[config.mk]
export PLATFORM = sky130hd
export DESIGN_NAME = rhc_cell
export DESIGN_NICKNAME = d
export VERILOG_FILES = /design/src/rhc_pkg.sv /design/src/rhc_cell.sv
export SDC_FILE = /design/constraint.sdc
export NUM_CORES = 1
export LEC_CHECK = 0
export BUFFER_PORTS_ARGS = -buffer_cell sky130_fd_sc_hd__buf_2
export CAP_MARGIN = 20
export CORE_ASPECT_RATIO = 0.6
export CORE_MARGIN = 5
export CORE_UTILIZATION = 45
export CTS_CLUSTER_DIAMETER = 80
export DETAILED_ROUTE_END_ITERATION = 8
export PLACE_DENSITY = 0.82
export SYNTH_ARGS = -nofsm -noshare
export SYNTH_HDL_FRONTEND = slang
export SYNTH_SLANG_ARGS = --single-unit
[constraint.sdc]
create_clock -name clk -period 3.2 [get_ports clk]
set_clock_uncertainty 0.1 [all_clocks]
set_input_delay 0.32 -clock clk [delete_from_list [all_inputs] [get_ports clk]]
set_output_delay 0.32 -clock clk [all_outputs]
set_load 0.02 [all_outputs]
[src/rhc_pkg.sv]
`default_nettype none
package rhc_pkg;

	localparam int SLOTS = 64;
	localparam int IW = $clog2(SLOTS);
	localparam int CW = $clog2(SLOTS + 1);
	localparam int KW = 48;
	localparam int RCW = 16;

	typedef enum logic [2:0] {
		ST_HIT      = 3'd0,
		ST_INSERTED = 3'd1,
		ST_RELEASED = 3'd2,
		ST_NOT_HELD = 3'd3,
		ST_FULL     = 3'd4
	} rhc_status_t;

	typedef enum logic [2:0] {
		OP_NONE  = 3'd0,
		OP_HIT   = 3'd1,
		OP_INS   = 3'd2,
		OP_REL   = 3'd3,
		OP_EVICT = 3'd4
	} rhc_op_t;

	typedef struct packed {
		rhc_op_t         op;
		logic [IW-1:0]   target;
		logic [KW-1:0]   key;
		logic            unlink;
		logic [IW-1:0]   rank;
		logic [IW-1:0]   new_rank;
	} rhc_cmd_t;

	typedef struct packed {
		logic matched;
		logic vacant;
		logic head;
	} rhc_chain_t;

endpackage
`default_nettype wire

[src/rhc_cell.sv]
`default_nettype none
module rhc_cell (
	input  wire logic                      clk,
	input  wire logic                      arst_n,
	input  wire logic [rhc_pkg::IW-1:0]    my_idx,
	input  wire rhc_pkg::rhc_cmd_t         cmd,
	input  wire rhc_pkg::rhc_chain_t       chain_in,
	output rhc_pkg::rhc_chain_t            chain_out,
	output rhc_pkg::rhc_chain_t            sel,
	output logic [rhc_pkg::RCW-1:0]        refs,
	output logic [rhc_pkg::IW-1:0]         rank
);

	logic                      valid_q;
	logic [rhc_pkg::KW-1:0]    key_q;
	logic [rhc_pkg::RCW-1:0]   refs_q;
	logic [rhc_pkg::IW-1:0]    rank_q;
	rhc_pkg::rhc_chain_t       mine;
	logic                      me;
	logic                      is_free;

	assign is_free = valid_q && (refs_q == '0);
	assign me = (cmd.target == my_idx);
	assign mine.matched = valid_q && (key_q == cmd.key);
	assign mine.vacant = !valid_q;
	assign mine.head = is_free && (rank_q == '0);
	assign chain_out = chain_in | mine;
	assign sel = mine & ~chain_in;
	assign refs = refs_q;
	assign rank = rank_q;

	always_ff @(posedge clk or negedge arst_n) begin
		if (!arst_n) begin
			valid_q <= 1'b0;
		end else begin
			case (cmd.op)
				rhc_pkg::OP_HIT: begin
					if (me && refs_q != {rhc_pkg::RCW{1'b1}}) refs_q <= refs_q + 1'b1;
				end
				rhc_pkg::OP_INS: begin
					if (me) begin
						valid_q <= 1'b1;
						key_q <= cmd.key;
						refs_q <= {{(rhc_pkg::RCW-1){1'b0}}, 1'b1};
					end
				end
				rhc_pkg::OP_REL: begin
					if (me) begin
						refs_q <= refs_q - 1'b1;
						if (refs_q == {{(rhc_pkg::RCW-1){1'b0}}, 1'b1}) rank_q <= cmd.new_rank;
					end
				end
				rhc_pkg::OP_EVICT: begin
					if (me) begin
						valid_q <= 1'b0;
						refs_q <= '0;
					end
				end
				default: begin
				end
			endcase
			if (cmd.unlink && !me && is_free && rank_q > cmd.rank) rank_q <= rank_q - 1'b1;
		end
	end

endmodule
`default_nettype wire

==> impl_metrics.yaml <==
status:
  outcome: "finished clean"
worst_setup_path:
  startpoint_type: "flop"
  critPathKind: "reg -> reg"
  slowest_stage: "or3b_1"
  crit_path_max_incr_delay_ns: 0.55
  crit_family: "simple AND/OR/NAND/NOR gates"
  reg2reg_from: "rank[3]"
  critPathCaptureType: "flop"
  crit_fanout: 6
  cp.required_ns: 3.18
  ff2ff_path_depth: 6
  crit_chain: "ha_1, and4_1, a31o_2, a31oi_1, or3b_1, mux2_4"
  ff2ff_setup_slack_ns: 0.43
  worstPathArrival_ns: 2.74
  path_buf_inv: 0
  worstReg2RegEnd: "rank[3]"
route:
  drc: 0
  wirelength_um: 9930
  firstDrtPassIters: 5
  wl_per_cell_um: 17.3
  num_vias: 3167
  drt-initial-drc-count: 339
  avgViaCountPerCell: 5.51
  drtAntennaViolNets: 0
global_routing:
  antenna_found_initial: 0
  grt_usage: 0.179
  grt_pass1_wl_um: 16000
  gr-total-overflow: 0
  grt_pass1_vias: 3068
  grt_max_degree: 49
timing:
  fmax_mhz: 361
  post-route-period-util: 0.865
  timing.setup.tns_ns: 0
  period_needed_ns: 2.77
  finalSetupViolations: 0
  holdWs_ns: 0.0986
  max_slew_margin: 0.532
  rsz0062_at_grt: "false"
  worst_pin_slew_ns: 0.682
  finalHoldViolCount: 0
  finalMaxSlewViolations: 0
power_and_ir_drop:
  power.density_nw_per_um2: 447
  cellLeakagePower_nw: 1.91
  ir_worst_vdd_v: 0.000404
hold_path:
  hp-start: "cmd[47]"
  hold_depth: 1
  hp-class: "in -> reg"
  min_to: "key_q[34]"
placement:
  place.gp.congestion: 0.895
  hpwl_um: 7640
  port_buffers: 108
synth:
  yosysWarnings: 0
  synth.avg_cell_area_um2: 11.7
  synth-seq-cells: 71
  yosysMostFrequentCell: "edfxtp_1"
  synthTopCellsByCount: "70 x edfxtp_1, 50 x xnor2_1, 24 x nor2_1, 20 x nand2_1"
  synth_edf_count: 70
  syn-cell-area_um2: 4020
  syn_nets: 435
  synth.top_cells.by_area: "edfxtp_1 52%, xnor2_1 11%, ha_1 3.1%, xor2_1 2.8%, nor2_1 2.2%"
  synth_largest_area_cell: "edfxtp_1"
  synth-async-reset-ratio: 0.0141
  synth_cell_type_count: 55
  yosysSeqAreaShare: 0.529
  synth_top_cell_area_share: 0.523
  synthFlopType: "edfxtp_1"
  syn_inst: 344
clock_tree:
  clk_latency_ns: 0.32
  clock_sinks: 71
  clk_pin_slew_ns: 0.06
  tritoncts: "done"
  cts_max_path_buffers: 2
  cts-root-buf: "clkbuf_16"
  htree_levels: 3
  cts_made_buffers: 9
finish:
  syn_to_final_growth_pct: 24.7
  nNetsFinal: 549
  diodes: 0
  drive_gt1_frac: 0.315
die:
  coreArea_um2: 8620
  floorplan.rows: 26
  die_area_um2: 11000
  io_pins: 109
  die_w_um: 132
  fp.dieH_um: 83.2
  start_util: 0.466
run:
  drv_cap: 0
## sequential cells by signal, indices dropped and copies added, names as in the netlist
register,count
key_q,48
refs,16
rank,6
valid_q,1
## kinds of logic (layout without fill, tap and decap cells)
family / after synthesis / in the layout / share of synthesized area
AO/OA/AOI/OAI: 53 / 53 / 0.0905
XOR/XNOR: 63 / 63 / 0.137
adder cells (fa/ha/maj): 10 / 10 / 0.0311
buffers and inverters: 27 / 146 / 0.0327
flip-flops: 71 / 71 / 0.529
multiplexers: 8 / 8 / 0.0264
AND/OR/NAND/NOR: 112 / 112 / 0.153
## per-stage QoR
step                 util  setup WS [ns]  cells  power [mW]  cell area, um2
floorplan               -          0.455    344        1.13            4020
global placement    0.544          0.578    558        1.21            4690
finish              0.582          0.431    575        2.24            5020
global route        0.582          0.336    575        2.34            5020
CTS                 0.582          0.453    575        2.27            5020
detailed placement  0.544          0.458    558        1.22            4690
## cell usage in the layout (no fill, tap or decap), drive strengths merged, types with 7 or more instances in the layout
cell type  Yosys  final
nor4          10     10
clkbuf        13      9
inv           13     13
xor2          13     13
nand4         11     11
o21ai          7      7
nor2          24     24
buf            1    116
nand2         20     20
nor3          11     11
ha            10     10
xnor2         50     50
a21oi         12     12
edfxtp        70     70
nand3         10     10
## area by class of cell
type,instances,area (um2)
tap,112,140
clock inverter,7,87.6
sequential,71,2130
inverter,13,48.8
clock buffer,9,225
multi-input combinational,246,1760
timing repair buffer,117,623
fill,701,3600
## timing repair
item                                   4_1_cts  5_1_grt
gates resized for setup                      0        0
endpoints found under the hold margin        1        0
hold buffers                                 1        0
setup buffers                                0        0
## worst max-delay path by stage
stage / start / slack, ns / depth (start not counted) / to
after floorplan: my_idx[4] / 0.46 / 4 / key_q[0]
after global placement: rank[4] / 0.58 / 6 / rank[0]
after detailed placement: rank[3] / 0.46 / 6 / rank[3]
after CTS: rank[3] / 0.45 / 6 / rank[3]
after global routing: rank[4] / 0.34 / 6 / rank[3]
final: rank[3] / 0.43 / 6 / rank[3]
## report_power, final
group / switching, mW / internal [mW] / leakage, nW / total, mW
logic: 0.0891 / 0.0897 / 1.11 / 0.179
clock network: 0.363 / 0.676 / 0.157 / 1.04
registers: 0.00215 / 1.02 / 0.644 / 1.02
## routing by layer
layer / global-route usage / up-vias / routed length [um]
li1: - / 1511 / -
met5: 0 / - / 0
met1: 0.247 / 1476 / 4500
met3: 0.0586 / 14 / 947
met4: 0.0532 / 0 / 132
met2: 0.268 / 166 / 4350
No activity file was read; power rests on OpenSTA's default activity.
